### src/rtl/csvp_pkg.sv
package csvp_pkg;

   // Signed range of a converted argument. The magnitude register needs one
   // bit more than the positive range so it can hold the negative limit.
   localparam int VALUE_BITS = 32;
   localparam int MAG_BITS = VALUE_BITS;
   localparam int VALUE_WIDTH = 32;
   localparam int RES_BITS = (VALUE_BITS > VALUE_WIDTH) ? VALUE_BITS : VALUE_WIDTH;

   localparam logic [MAG_BITS-1:0] MAG_CAP = {1'b1, {(MAG_BITS-1){1'b0}}};
   localparam logic [MAG_BITS-1:0] MAG_MAX = {1'b0, {(MAG_BITS-1){1'b1}}};

   // Result queue geometry.
   localparam int RSP_DEPTH = 4;
   localparam int RSP_PTR_BITS = $clog2(RSP_DEPTH);

   localparam logic [7:0] CHAR_COMMA = 8'h2C;
   localparam logic [7:0] CHAR_NUL = 8'h00;
   localparam logic [7:0] CHAR_SPACE = 8'h20;
   localparam logic [7:0] CHAR_TAB = 8'h09;
   localparam logic [7:0] CHAR_CR = 8'h0D;
   localparam logic [7:0] CHAR_PLUS = 8'h2B;
   localparam logic [7:0] CHAR_MINUS = 8'h2D;
   localparam logic [7:0] CHAR_DIGIT_0 = 8'h30;
   localparam logic [7:0] CHAR_DIGIT_9 = 8'h39;

   localparam logic [1:0] KIND_NAME_CHAR = 2'd0;
   localparam logic [1:0] KIND_NAME_END = 2'd1;
   localparam logic [1:0] KIND_ARGUMENT = 2'd2;

   typedef enum logic [4:0] {
      STAGE_SKIP   = 5'b00001,
      STAGE_SIGN   = 5'b00010,
      STAGE_DIGITS = 5'b00100,
      STAGE_DONE   = 5'b01000,
      STAGE_BAD    = 5'b10000
   } csvp_stage_type;

   typedef struct packed {
      logic [7:0] char_in;
      logic       message_end;
   } csvp_req_type;

   typedef struct packed {
      logic [1:0]                    kind;
      logic signed [VALUE_WIDTH-1:0] value;
      logic                          arg_valid;
      logic                          final_of_message;
      logic                          final_of_run;
   } csvp_rsp_type;

   // Results produced by one byte, handed from the parser to the queue.
   typedef struct packed {
      logic [1:0]   count;
      csvp_rsp_type first;
      csvp_rsp_type second;
   } csvp_push_type;

   // Builds the argument result for a token in the given parse state.
   function automatic csvp_rsp_type arg_result(csvp_stage_type stage, logic neg,
                                               logic [MAG_BITS-1:0] mag,
                                               logic fmsg);
      csvp_rsp_type        res;
      logic                ok;
      logic [RES_BITS-1:0] wide;
      ok = (stage == STAGE_DIGITS) || (stage == STAGE_DONE);
      if (!ok) begin
         wide = '0;
      end else if (neg) begin
         wide = RES_BITS'(0) - RES_BITS'(mag);
      end else if (mag[MAG_BITS-1]) begin
         wide = RES_BITS'(MAG_MAX);
      end else begin
         wide = RES_BITS'(mag);
      end
      res.kind = KIND_ARGUMENT;
      res.value = wide[VALUE_WIDTH-1:0];
      res.arg_valid = ok;
      res.final_of_message = fmsg;
      res.final_of_run = 1'b1;
      return res;
   endfunction

   function automatic csvp_rsp_type name_end_result(logic fmsg);
      csvp_rsp_type res;
      res.kind = KIND_NAME_END;
      res.value = '0;
      res.arg_valid = 1'b0;
      res.final_of_message = fmsg;
      res.final_of_run = 1'b1;
      return res;
   endfunction

endpackage

### src/rtl/csv_decimal_field_parser_unit.sv
// Channel   Direction  Handshake            Payload
// req_      in         req_valid/req_ready  req_data  (char_in, message_end)
// rsp_      out        rsp_valid/rsp_ready  rsp_data  (kind, value, arg_valid,
//                                                      final_of_message, final_of_run)
//
// One byte is accepted per cycle while the result queue has room. A byte
// that ends a message while the name is still being read makes two results;
// the result port drains one per cycle while rsp_ready is high. Each result
// passes through the input register, then the result queue, before it is
// presented on the result port.
// Reset returns the parser to reading a command name.
// A stalled result port fills the four-entry result queue; the input stops
// once fewer than two entries are free, and no byte is ever dropped.
module csv_decimal_field_parser_unit (
   input  logic                   clock,
   input  logic                   reset,
   input  logic                   req_valid,
   output logic                   req_ready,
   input  csvp_pkg::csvp_req_type req_data,
   output logic                   rsp_valid,
   input  logic                   rsp_ready,
   output csvp_pkg::csvp_rsp_type rsp_data
);
   import csvp_pkg::*;

   // The input register holds one byte. It hands the byte to the parser when
   // the result queue can take every result that byte may cause, and it can
   // refill in the same cycle, so bytes stream at one per clock while the queue has room.
   logic          s1_valid_ff, s1_valid_in;
   csvp_req_type  s1_req_ff;
   logic          room;
   logic          advance;
   csvp_push_type push;

   assign advance = s1_valid_ff && room;
   // Ready depends only on registered state, never on rsp_ready directly.
   assign req_ready = !s1_valid_ff || room;
   assign s1_valid_in = (req_valid && req_ready) || (s1_valid_ff && !advance);

   always_ff @(posedge clock) begin
      if (req_valid && req_ready) begin
         s1_req_ff <= req_data;
      end
   end

   always_ff @(posedge clock) begin
      if (reset) begin
         s1_valid_ff <= 1'b0;
      end else begin
         s1_valid_ff <= s1_valid_in;
      end
   end

   // The parser keeps the name/argument mode and the token state, and turns
   // each byte into zero, one or two results in a single pass.
   csvp_parse u_parse (
      .clock   (clock),
      .reset   (reset),
      .advance (advance),
      .req     (s1_req_ff),
      .push    (push)
   );

   // Results are written into a short queue that serves as the output
   // register; it decouples the parser from stalls on the result port.
   csvp_rsp_fifo u_rsp_fifo (
      .clock     (clock),
      .reset     (reset),
      .push      (push),
      .room      (room),
      .rsp_valid (rsp_valid),
      .rsp_ready (rsp_ready),
      .rsp_data  (rsp_data)
   );

   // The last byte of a message always closes something: a name or a token.
   assert property (@(posedge clock) disable iff (reset)
      (advance && s1_req_ff.message_end) |-> (push.count != 2'd0))
      else $error("message end produced no result");

   // Two results only come from a name byte that ends the message.
   assert property (@(posedge clock) disable iff (reset)
      (push.count == 2'd2) |-> ((push.first.kind == KIND_NAME_CHAR) &&
                                (push.second.kind == KIND_NAME_END) &&
                                push.second.final_of_message))
      else $error("unexpected result pair");

   // The last result of a message is also the last result of its byte.
   assert property (@(posedge clock) disable iff (reset)
      ((push.count == 2'd1) && push.first.final_of_message) |-> push.first.final_of_run)
      else $error("message end not marked as end of run");

   // Nothing is handed to the queue without a byte moving out of the input register.
   assert property (@(posedge clock) disable iff (reset)
      (push.count != 2'd0) |-> advance)
      else $error("results pushed without a byte");

endmodule

### src/rtl/csvp_parse.sv
module csvp_parse (
   input  logic                    clock,
   input  logic                    reset,
   input  logic                    advance,
   input  csvp_pkg::csvp_req_type  req,
   output csvp_pkg::csvp_push_type push
);
   import csvp_pkg::*;

   logic                in_args_ff, in_args_in;
   csvp_stage_type      stage_ff, stage_in;
   logic                neg_ff, neg_in;
   logic [MAG_BITS-1:0] mag_ff, mag_in;

   logic                is_comma, is_blank, is_digit, is_sign, last;
   logic [3:0]          digit;
   logic [MAG_BITS+3:0] acc_trial;
   logic [MAG_BITS-1:0] acc_mag;
   csvp_stage_type      fed_stage;
   logic                fed_neg;
   logic [MAG_BITS-1:0] fed_mag;
   logic [1:0]          count;

   assign last = req.message_end;
   assign is_comma = req.char_in == CHAR_COMMA;
   assign is_blank = (req.char_in == CHAR_SPACE) ||
                     ((req.char_in >= CHAR_TAB) && (req.char_in <= CHAR_CR));
   assign is_digit = (req.char_in >= CHAR_DIGIT_0) && (req.char_in <= CHAR_DIGIT_9);
   assign is_sign = (req.char_in == CHAR_PLUS) || (req.char_in == CHAR_MINUS);
   assign digit = 4'(req.char_in - CHAR_DIGIT_0);

   // Multiply by ten as two shifts and an add; anything past the cap clamps.
   assign acc_trial = ({4'b0, mag_ff} << 3) + ({4'b0, mag_ff} << 1) + (MAG_BITS+4)'(digit);
   assign acc_mag = (acc_trial > (MAG_BITS+4)'(MAG_CAP)) ? MAG_CAP : acc_trial[MAG_BITS-1:0];

   always_comb begin
      fed_stage = stage_ff;
      fed_neg = neg_ff;
      fed_mag = mag_ff;
      unique case (stage_ff)
         STAGE_SKIP: begin
            if (is_blank) begin
               fed_stage = STAGE_SKIP;
            end else if (is_sign) begin
               fed_neg = req.char_in == CHAR_MINUS;
               fed_stage = STAGE_SIGN;
            end else if (is_digit) begin
               fed_mag = acc_mag;
               fed_stage = STAGE_DIGITS;
            end else begin
               fed_stage = STAGE_BAD;
            end
         end
         STAGE_SIGN: begin
            if (is_digit) begin
               fed_mag = acc_mag;
               fed_stage = STAGE_DIGITS;
            end else begin
               fed_stage = STAGE_BAD;
            end
         end
         STAGE_DIGITS: begin
            if (is_digit) begin
               fed_mag = acc_mag;
            end else if (req.char_in == CHAR_NUL) begin
               fed_stage = STAGE_DONE;
            end else begin
               fed_stage = STAGE_BAD;
            end
         end
         STAGE_DONE: fed_stage = STAGE_DONE;
         STAGE_BAD:  fed_stage = STAGE_BAD;
         default:    fed_stage = STAGE_BAD;
      endcase
   end

   always_comb begin
      in_args_in = in_args_ff;
      stage_in = stage_ff;
      neg_in = neg_ff;
      mag_in = mag_ff;
      count = 2'd0;
      push.first = '0;
      push.second = '0;
      if (!in_args_ff) begin
         if (is_comma) begin
            push.first = name_end_result(last);
            count = 2'd1;
            in_args_in = 1'b1;
         end else begin
            push.first.kind = KIND_NAME_CHAR;
            push.first.value = VALUE_WIDTH'(req.char_in);
            push.first.final_of_run = !last;
            count = 2'd1;
            if (last) begin
               push.second = name_end_result(1'b1);
               count = 2'd2;
            end
         end
      end else if (is_comma) begin
         push.first = arg_result(stage_ff, neg_ff, mag_ff, last);
         count = 2'd1;
         stage_in = STAGE_SKIP;
         neg_in = 1'b0;
         mag_in = '0;
      end else begin
         stage_in = fed_stage;
         neg_in = fed_neg;
         mag_in = fed_mag;
         if (last) begin
            push.first = arg_result(fed_stage, fed_neg, fed_mag, 1'b1);
            count = 2'd1;
         end
      end
      if (last) begin
         in_args_in = 1'b0;
         stage_in = STAGE_SKIP;
         neg_in = 1'b0;
         mag_in = '0;
      end
      push.count = advance ? count : 2'd0;
   end

   always_ff @(posedge clock) begin
      if (reset) begin
         in_args_ff <= 1'b0;
         stage_ff <= STAGE_SKIP;
         neg_ff <= 1'b0;
         mag_ff <= '0;
      end else if (advance) begin
         in_args_ff <= in_args_in;
         stage_ff <= stage_in;
         neg_ff <= neg_in;
         mag_ff <= mag_in;
      end
   end

endmodule

### src/rtl/csvp_rsp_fifo.sv
module csvp_rsp_fifo (
   input  logic                    clock,
   input  logic                    reset,
   input  csvp_pkg::csvp_push_type push,
   output logic                    room,
   output logic                    rsp_valid,
   input  logic                    rsp_ready,
   output csvp_pkg::csvp_rsp_type  rsp_data
);
   import csvp_pkg::*;

   csvp_rsp_type            mem_ff [RSP_DEPTH];
   logic [RSP_PTR_BITS-1:0] wr_ff, wr_in;
   logic [RSP_PTR_BITS-1:0] rd_ff, rd_in;
   logic [RSP_PTR_BITS:0]   count_ff, count_in;
   logic                    pop;

   assign rsp_valid = count_ff != '0;
   assign rsp_data = mem_ff[rd_ff];
   assign pop = rsp_valid && rsp_ready;
   // Room for the largest burst one byte can cause.
   assign room = count_ff <= (RSP_PTR_BITS+1)'(RSP_DEPTH - 2);

   assign wr_in = wr_ff + RSP_PTR_BITS'(push.count);
   assign rd_in = rd_ff + RSP_PTR_BITS'(pop);
   assign count_in = count_ff + (RSP_PTR_BITS+1)'(push.count) - (RSP_PTR_BITS+1)'(pop);

   always_ff @(posedge clock) begin
      if (push.count != 2'd0) begin
         mem_ff[wr_ff] <= push.first;
      end
      if (push.count == 2'd2) begin
         mem_ff[wr_ff + RSP_PTR_BITS'(1)] <= push.second;
      end
   end

   always_ff @(posedge clock) begin
      if (reset) begin
         wr_ff <= '0;
         rd_ff <= '0;
         count_ff <= '0;
      end else begin
         wr_ff <= wr_in;
         rd_ff <= rd_in;
         count_ff <= count_in;
      end
   end

endmodule
### config.mk
export PLATFORM = sky130hd
export DESIGN_NAME = csv_decimal_field_parser_unit
export DESIGN_NICKNAME = d
export VERILOG_FILES = /design/src/rtl/csvp_pkg.sv /design/src/rtl/csv_decimal_field_parser_unit.sv /design/src/rtl/csvp_parse.sv /design/src/rtl/csvp_rsp_fifo.sv
export SDC_FILE = /design/constraint.sdc
export NUM_CORES = 1
export LEC_CHECK = 0
export ABC_AREA = 1
export BUFFER_PORTS_ARGS = -buffer_cell sky130_fd_sc_hd__buf_2
export CORE_MARGIN = 5
export CORE_UTILIZATION = 60
export CTS_BUF_LIST = sky130_fd_sc_hd__clkbuf_8
export DETAILED_ROUTE_END_ITERATION = 7
export GPL_TIMING_DRIVEN = 1
export PLACE_DENSITY_LB_ADDON = 0.12
export SLEW_MARGIN = 5
export SYNTH_ARGS = -nofsm -noshare
export SYNTH_HDL_FRONTEND = slang
export SYNTH_SLANG_ARGS = --single-unit
### constraint.sdc
create_clock -name clock -period 4.2 [get_ports clock]
set_input_delay 0 -clock clock [delete_from_list [all_inputs] [get_ports clock]]
set_output_delay 0 -clock clock [all_outputs]
set_load 0.005 [all_outputs]
==> metrics.md, run 1 <==
| Metric | Value |
|---|---|
| Total power consumption of the routed design | `0.005584 W` |
| Sinks on Clock Net | `204` |
| Post-layout net count | `between 2000 and 3000` |
| Core Region | `24960 sq um` |
| Post-placement cell area | `~17000 sq um` |
| Number of synthesis warnings | `0` |
| Highest achievable clock rate | `around 230 MHz` |
| Routability-driven placement congestion ratio | `1.005` |
| Later-pin clock latency in the skew report | `0.55 ns` |
| Sequential share of power | `39.2%` |
| Power share of the clock group | `30.5%` |
| Net count after synthesis | `2570` |
| Initial Utilization | `about three fifths` |
| Clock Pin Slew Worst Setup and Hold Paths | `roughly 0.06 ns` |
| Final setup violating endpoints | `121` |
| Static leakage | `9.951 nW` |
| Via count of the first global-routing pass | `16930` |
| Area of the multi-input gates | `10610 sq um` |
| Worst reg2reg setup slack | `-0.19 ns` |
| Critical Path Sink | `u_rsp_fifo.mem_ff[0][26]` |
| Crit start category | `register` |
| Number of max-capacitance violations reported | `0` |
| First-pass DRT Iterations | `6` |
| Outcome | `finished with violations` |
| Reg-to-reg startpoint | `s1_req_ff[4]` |
| Capture point of the worst reg-to-reg path | `u_rsp_fifo.mem_ff[0][26]` |
| Worst reg-to-reg path cell count | `32` |
| Launch point of the worst path | `s1_req_ff[4]` |
| Type of the worst setup path | `register to register` |
| Violation count after the first detailed-routing iteration | `2141` |
| FFs w/ async S/R, synth | `0%` |
| Total GRT Usage | `between 30% and 40%` |
| Mean routed wirelength per cell | `~18 microns` |
| Top-Level Pins | `52` |
| Area added between synthesis and finish | `29.38%` |
| Worst endpoint required time | `4.63 ns` |
| Final Hold Vio Count | `0` |
| Total CTS buffers | `36` |
| Worst min-delay path startpoint | `rsp_ready` |
| Category of the worst setup path capture point | `register` |
| Final Instance Area | `19450 sq um` |
| Fraction of the core area covered by cells at the end of the flow | `77.93%` |
| Post-Route Skew | `0.02823 ns` |
| Pin count of the biggest net entering global routing | `76` |
| Initial antenna violation count | `0` |
| Post-placement cell count | `3007` |
| Clk buf depth | `3` |
| Highest cell delay on the worst timing path | `between 0.4 and 0.5 ns` |
| Fraction of final layout cells sized beyond drive strength 1 | `25.66%` |
| Critical-path cell with the highest stage delay | `fa_2` |
| Violated checks | `setup timing` |
| Post-synth top flop | `dfxtp_1` |
| Maximum level of the CTS H-tree | `2` |
| Final antenna-violating net count | `0` |
| Total via count after detailed routing | `18400` |
| Actual transition at the worst max-transition pin | `1.239 ns` |
| Sw Ratio | `a little over a third` |
| Fraction of post-synthesis cell area in the top cell type by area | `24.36%` |
| TritonCTS clock tree | `built` |
| CTS Root Cell | `clkbuf_8` |
| FF/Latch Area | `about 4300 sq um` |
| Setup repair after global routing missed its margin | `yes` |
| Area contributors post-synth | `dfxtp_1, nand2_1, nand3_1` |
| Global-route wire length before repair | `approximately 84 mm` |
| Distinct cell type count of the synthesized netlist | `53` |
| Switching component of the power | `0.002006 W` |
| Final setup margin | `-0.1918 ns` |
| Count of final max-slew check failures | `0` |
| Arrival time of the worst setup path | `4.82 ns` |
| Combinational share of power | `30.2%` |
| Internal portion of total power | `0.003578 W` |
| Port Buffer Count | `51` |
| Die boundary width | `around 170 microns` |
| Final instance count without filler cells | `roughly 3100` |
| Cell repeated most along the worst path | `nand2_1` |
| Post-synth top area cell | `dfxtp_1` |
| Number of enable-type register cells in the synthesized netlist | `21` |
| Estimated wirelength of the detail-placed design | `38.16 mm` |
| Number of cell rows | `58` |
| Mean area per synthesized cell | `~6 sq um` |
| Number of register bits inferred by synthesis | `204` |
| Final wirelength | `55.57 mm` |
| Type of the most critical hold path | `primary input to register` |
| Register area share after synthesis | `28.56%` |
| Crit Path Max Fanout | `5` |
| DIE HEIGHT | `168.3 microns` |
| Per-cell via count in the routed design | `5.913` |
| Total die area | `28330 sq um` |
| Crit share post-route | `104.6%` |
| Leftover overflow at the end of global routing | `0` |
| Shortest period the worst path allows | `4.392 ns` |
| Filler cell count in the final layout | `1946` |
| Synthesized instance count | `2484` |
| Mapped Area | `approximately 15000 sq um` |
| Worst rel slew slack | `17.28%` |
| Residual DRC | `0` |
| Worst supply voltage drop on vdd | `387.2 uV` |
| P per Cell Area | `287.0 nW/um^2` |
| Diodes inserted | `0` |
==> critical path, delay by kind of cell, from the launching register on <==
kind,cells,cell delay (ns)
simple gates,27,2.68
buf+inv,2,0.20
flops,1,0.39
fa+ha+maj,2,0.90
compound gates,1,0.07
==> power by group through the flow <==
stage	clock, W	combinational (W)	sequential (W)
global route	0.00180	0.00186	0.00220
detailed placement	0	0.00157	0.00223
global placement	0	0.00153	0.00222
CTS	0.00171	0.00161	0.00219
finish	0.00170	0.00169	0.00219
floorplan	0	0.000988	0.00221
==> metal layers <==
layer,part of all wire [%],vias up,track usage [%]
met5,0,-,0
met4,4.7,0,17.01
li1,-,8644,-
met2,47,1017,60.17
met1,39,8523,46.16
met3,8.5,217,4.813
==> stage by stage <==
stage          TNS, ns  hold WS (ns)  setup WS (ns)
6_report        -13.00       0.07149        -0.1918
5_1_grt         -36.29        0.1252        -0.3995
4_1_cts        -0.4354       0.05697       -0.03294
3_5_place_dp    -21.24        0.1791        -0.3095
3_3_place_gp    -14.03        0.1760        -0.2760
2_1_floorplan        0       0.09103         0.3714
==> cell usage after synthesis (2+ instances only) <==
master	count
nand2_1	827
inv_1	263
nor2_1	234
nand3_1	211
o21ai_0	194
dfxtp_1	183
a21oi_1	114
ha_1	70
clkbuf_1	69
o22ai_1	39
nor3_1	34
nand4_1	26
o21ai_1	22
edfxtp_1	21
buf_2	20
nand2_2	19
o211ai_1	19
nand3_2	10
nor2_2	10
xnor2_1	8
nor3_2	7
or2_2	7
nand3b_1	6
o21ai_2	6
o31ai_1	5
and2_1	4
buf_6	4
inv_2	4
o21bai_1	4
xor2_1	4
a21oi_2	3
buf_1	3
fa_1	3
nor2_4	3
o221ai_1	3
a211oi_1	2
a21boi_0	2
a31oi_1	2
buf_4	2
clkinv_1	2
nand2_4	2
nor4_1	2
==> cell type report <==
type                            count  area share [%]
Tap cell                          330           2.122
Inverter                          270           5.222
Clock inverter                     21          0.4952
Sequential cell                   204           22.10
Multi-Input combinational cell   1915           54.53
Timing Repair Buffer              332           12.70
Clock buffer                       40           2.830
==> cell families (layout without fill, tap and decap cells) <==
kind of cell,count (synthesis),in the layout,synth area share [%]
flip-flops,204,204,28.56
adder cells (fa/ha/maj),73,73,6.224
XOR/XNOR,12,12,0.6989
AO/OA/AOI/OAI,423,423,15.51
AND/OR/NAND/NOR,1404,1407,39.40
buffers and inverters,368,663,9.611
==> flip-flops by register name (all words and copies together) (netlist names) <==
name,flops
u_parse.neg_ff,1
u_parse.mag_ff,32
u_parse.in_args_ff,1
u_parse.stage_ff,5
s1_valid_ff,1
u_rsp_fifo.wr_ff,2
u_rsp_fifo.rd_ff,2
u_rsp_fifo.mem_ff,148
s1_req_ff,9
u_rsp_fifo.count_ff,3
==> how the worst min path moves through the flow <==
stage	end	cells after the start
6_report	u_rsp_fifo.rd_ff[0]	5
5_1_grt	u_rsp_fifo.count_ff[0]	2
4_1_cts	u_rsp_fifo.rd_ff[0]	5
3_5_place_dp	s1_req_ff[6]	1
3_3_place_gp	s1_req_ff[8]	1
2_1_floorplan	u_parse.in_args_ff	1
==> what timing repair did <==
item,4_1_cts,5_1_grt
setup buffers,6,22
hold buffers,10,0
pin swaps,29,77
resized for setup,130,213
endpoints found under the hold margin,10,0
setup endpoints to repair,124,129
gates cloned,2,4
==> placed cells by master (no fill, tap or decap), types with 19 or more instances in the layout <==
cell type,count
clkbuf_8,40
nand3_1,126
nand2_2,86
nor2_2,33
ha_1,66
nand2_1,739
nand4_1,26
buf_2,51
nor2_4,21
o211ai_1,19
nor2_1,193
inv_1,267
nand3_2,85
a21oi_1,104
o22ai_1,38
edfxtp_1,21
o21ai_1,30
o21ai_0,176
buf_4,259
nor3_1,27
dfxtp_1,179
nand2_4,25
No activity file was read; power rests on OpenSTA's default activity.
==> inputs of run 2 (changes only) <==
--- a/config.mk
+++ b/config.mk
@@ -11,7 +11,7 @@
 export CORE_UTILIZATION = 60
 export CTS_BUF_LIST = sky130_fd_sc_hd__clkbuf_8
 export DETAILED_ROUTE_END_ITERATION = 7
-export GPL_TIMING_DRIVEN = 1
+export GPL_TIMING_DRIVEN = 0
 export PLACE_DENSITY_LB_ADDON = 0.12
 export SLEW_MARGIN = 5
 export SYNTH_ARGS = -nofsm -noshare
==> run 2 against run 1 <==
The flow still finishes with violations (setup timing); clock skew shrank 0.0024 ns; critical path type unchanged; total power is 3.9% higher; register-to-register slack lost 0.04 ns; final cell count is 4.2% lower.
==> metrics.md, run 2 (synthesized netlist as in run 1, its figures left out) <==
| Metric | Value |
|---|---|
| Outcome | `finished with violations` |
| Violated checks | `setup timing` |
| Sinks on Clock Net | `between 200 and 250` |
| Leftover overflow at the end of global routing | `0` |
| Critical-path cell with the highest stage delay | `fa_2` |
| Post-layout net count | `2713` |
| Clk buf depth | `3` |
| Largest registers in the final layout | `u_rsp_fifo.mem_ff: 148 flops, u_parse.mag_ff: 32 flops, s1_req_ff: 9 flops` |
| Number of max-capacitance violations reported | `0` |
| Type of the most critical hold path | `primary input to register` |
| Crit Path Max Fanout | `5` |
| Highest cell delay on the worst timing path | `0.49 ns` |
| Actual transition at the worst max-transition pin | `around 0.92 ns` |
| Total CTS buffers | `35` |
| Largest register FFs | `148` |
| Top library cells by usage in the layout, fill and taps aside | `nand2_1, inv_1, nor2_1, o21ai_0, dfxtp_1` |
| Final Hold Vio Count | `0` |
| Reg-to-reg startpoint | `s1_req_ff[4]` |
| Later-pin clock latency in the skew report | `0.54 ns` |
| Maximum level of the CTS H-tree | `2` |
| Capture point of the worst reg-to-reg path | `u_rsp_fifo.mem_ff[3][33]` |
| Clock Pin Slew Worst Setup and Hold Paths | `around 0.06 ns` |
| Total die area | `28330 sq um` |
| Diodes inserted | `0` |
| Post-Route Skew | `about 0.026 ns` |
| Violation count after the first detailed-routing iteration | `1887` |
| Worst reg2reg setup slack | `-0.23 ns` |
| Total via count after detailed routing | `roughly 17000` |
| Worst supply voltage drop on vdd | `325.9 uV` |
| Pre-CTS worst setup slack | `-0.8293 ns` |
| Residual DRC | `0` |
| Port Buffer Count | `51` |
| Most common cell after layout, fill and taps aside | `nand2_1` |
| Mean routed wirelength per cell | `18.35 microns` |
| Highest achievable clock rate | `225.9 MHz` |
| Core Region | `approximately 25000 sq um` |
| Final setup violating endpoints | `111` |
| P per Cell Area | `~320 nW/um^2` |
| Worst reg-to-reg path cell count | `33` |
| Total power consumption of the routed design | `0.005800 W` |
| Crit share post-route | `105.4%` |
| DIE HEIGHT | `168.3 microns` |
| Hold slack | `0.1563 ns` |
| Launch point of the worst path | `s1_req_ff[4]` |
| Estimated wirelength of the detail-placed design | `just over 40 mm` |
| Initial Utilization | `60.23%` |
| Most flop-heavy register | `u_rsp_fifo.mem_ff` |
| Global-route wire length before repair | `between 80 and 90 mm` |
| TritonCTS clock tree | `built` |
| Routability-driven placement congestion ratio | `0.9713` |
| First-pass DRT Iterations | `6` |
| Static leakage | `9.073 nW` |
| Final setup margin | `-0.2276 ns` |
| End point of the worst hold path | `u_rsp_fifo.rd_ff[1]` |
| Count of final max-slew check failures | `0` |
| Total GRT Usage | `between 30% and 40%` |
| Arrival time of the worst setup path | `4.85 ns` |
| Setup repair after global routing missed its margin | `yes` |
| Category of the worst setup path capture point | `register` |
| Final wirelength | `54.73 mm` |
| Die boundary width | `168.3 microns` |
| Crit start category | `register` |
| Worst min-delay path startpoint | `rsp_ready` |
| Number of cell rows | `58` |
| Number of stages on the worst hold path | `5` |
| Initial antenna violation count | `0` |
| Final antenna-violating net count | `0` |
| Cell repeated most along the worst path | `nand2_1` |
| Fraction of the core area covered by cells at the end of the flow | `71.83%` |
| Worst path buffer plus inverter count | `3` |
| Type of the worst setup path | `register to register` |
| Via count of the first global-routing pass | `between 15000 and 20000` |
| Worst rel slew slack | `38.16%` |
| Area added between synthesis and finish | `19.25%` |
| CTS Root Cell | `clkbuf_8` |
| Dominant delay contributor by cell family on the critical path | `simple AND/OR/NAND/NOR gates` |
| Per-cell via count in the routed design | `roughly 6` |
| Fraction of final layout cells sized beyond drive strength 1 | `17.53%` |
| Worst endpoint required time | `4.63 ns` |
| Shortest period the worst path allows | `around 4.4 ns` |
| Top-Level Pins | `52` |
| Pin count of the biggest net entering global routing | `11` |
-- run 2: worst min-delay path: stages --
cell and delay, ns:
buf_2 0.09, a21boi_0 0.16, ha_1 0.20, xnor2_1 0.12, nor2_1 0.07
-- run 2: stage by stage --
stage                     cells  TNS (ns)  area [sq um]
final                      2982    -14.77         17930
after global routing       2982    -46.09         17930
after CTS                  2969   -0.4948         17270
after detailed placement   2865    -80.29         15710
after global placement     2865    -73.03         15710
after floorplan            2484         0         15040
-- run 2: area by class of cell --
type,count,area [sq um]
fillers,2240,7033
repair buffers,105,709.4
well taps,330,412.9
clock inverters,17,103.9
inverters,270,1022
clock buffers,45,619.3
flip-flops and latches,204,4332
plain buffers,98,441.7
multi-input cells,1913,10290
-- run 2: metal layers --
layer | vias up | global-route usage (%) | wire length (microns)
met5 | - | 0 | 0
met4 | 0 | 20.89 | 3703
met3 | 206 | 3.851 | 4310
met2 | 903 | 62.63 | 25810
met1 | 8002 | 43.87 | 20910
li1 | 8387 | - | -
-- run 2: worst max-delay path by stage --
stage | end | slack [ns] | depth (start not counted)
finish | u_rsp_fifo.mem_ff[3][33] | -0.23 | 33
global route | u_rsp_fifo.mem_ff[3][33] | -0.46 | 33
CTS | u_rsp_fifo.mem_ff[0][32] | -0.04 | 34
detailed placement | u_rsp_fifo.mem_ff[3][33] | -0.83 | 28
global placement | u_rsp_fifo.mem_ff[1][33] | -0.73 | 28
floorplan | u_rsp_fifo.mem_ff[0][30] | 0.37 | 33
-- run 2: repair_timing --
action,CTS,global route
gates cloned,2,1
hold endpoints to repair,11,0
gates resized for setup,150,146
setup endpoints to repair,129,138
hold buffers,11,0
buffers inserted,29,12
pin swaps,36,61
-- run 2: report_power, final --
part | switching, W | total [W] | internal [W]
clock network | 0.000868 | 0.00189 | 0.00103
logic | 0.00114 | 0.00171 | 0.000571
registers | 0.0000819 | 0.00219 | 0.00211
total | 0.00209 | 0.00580 | 0.00371
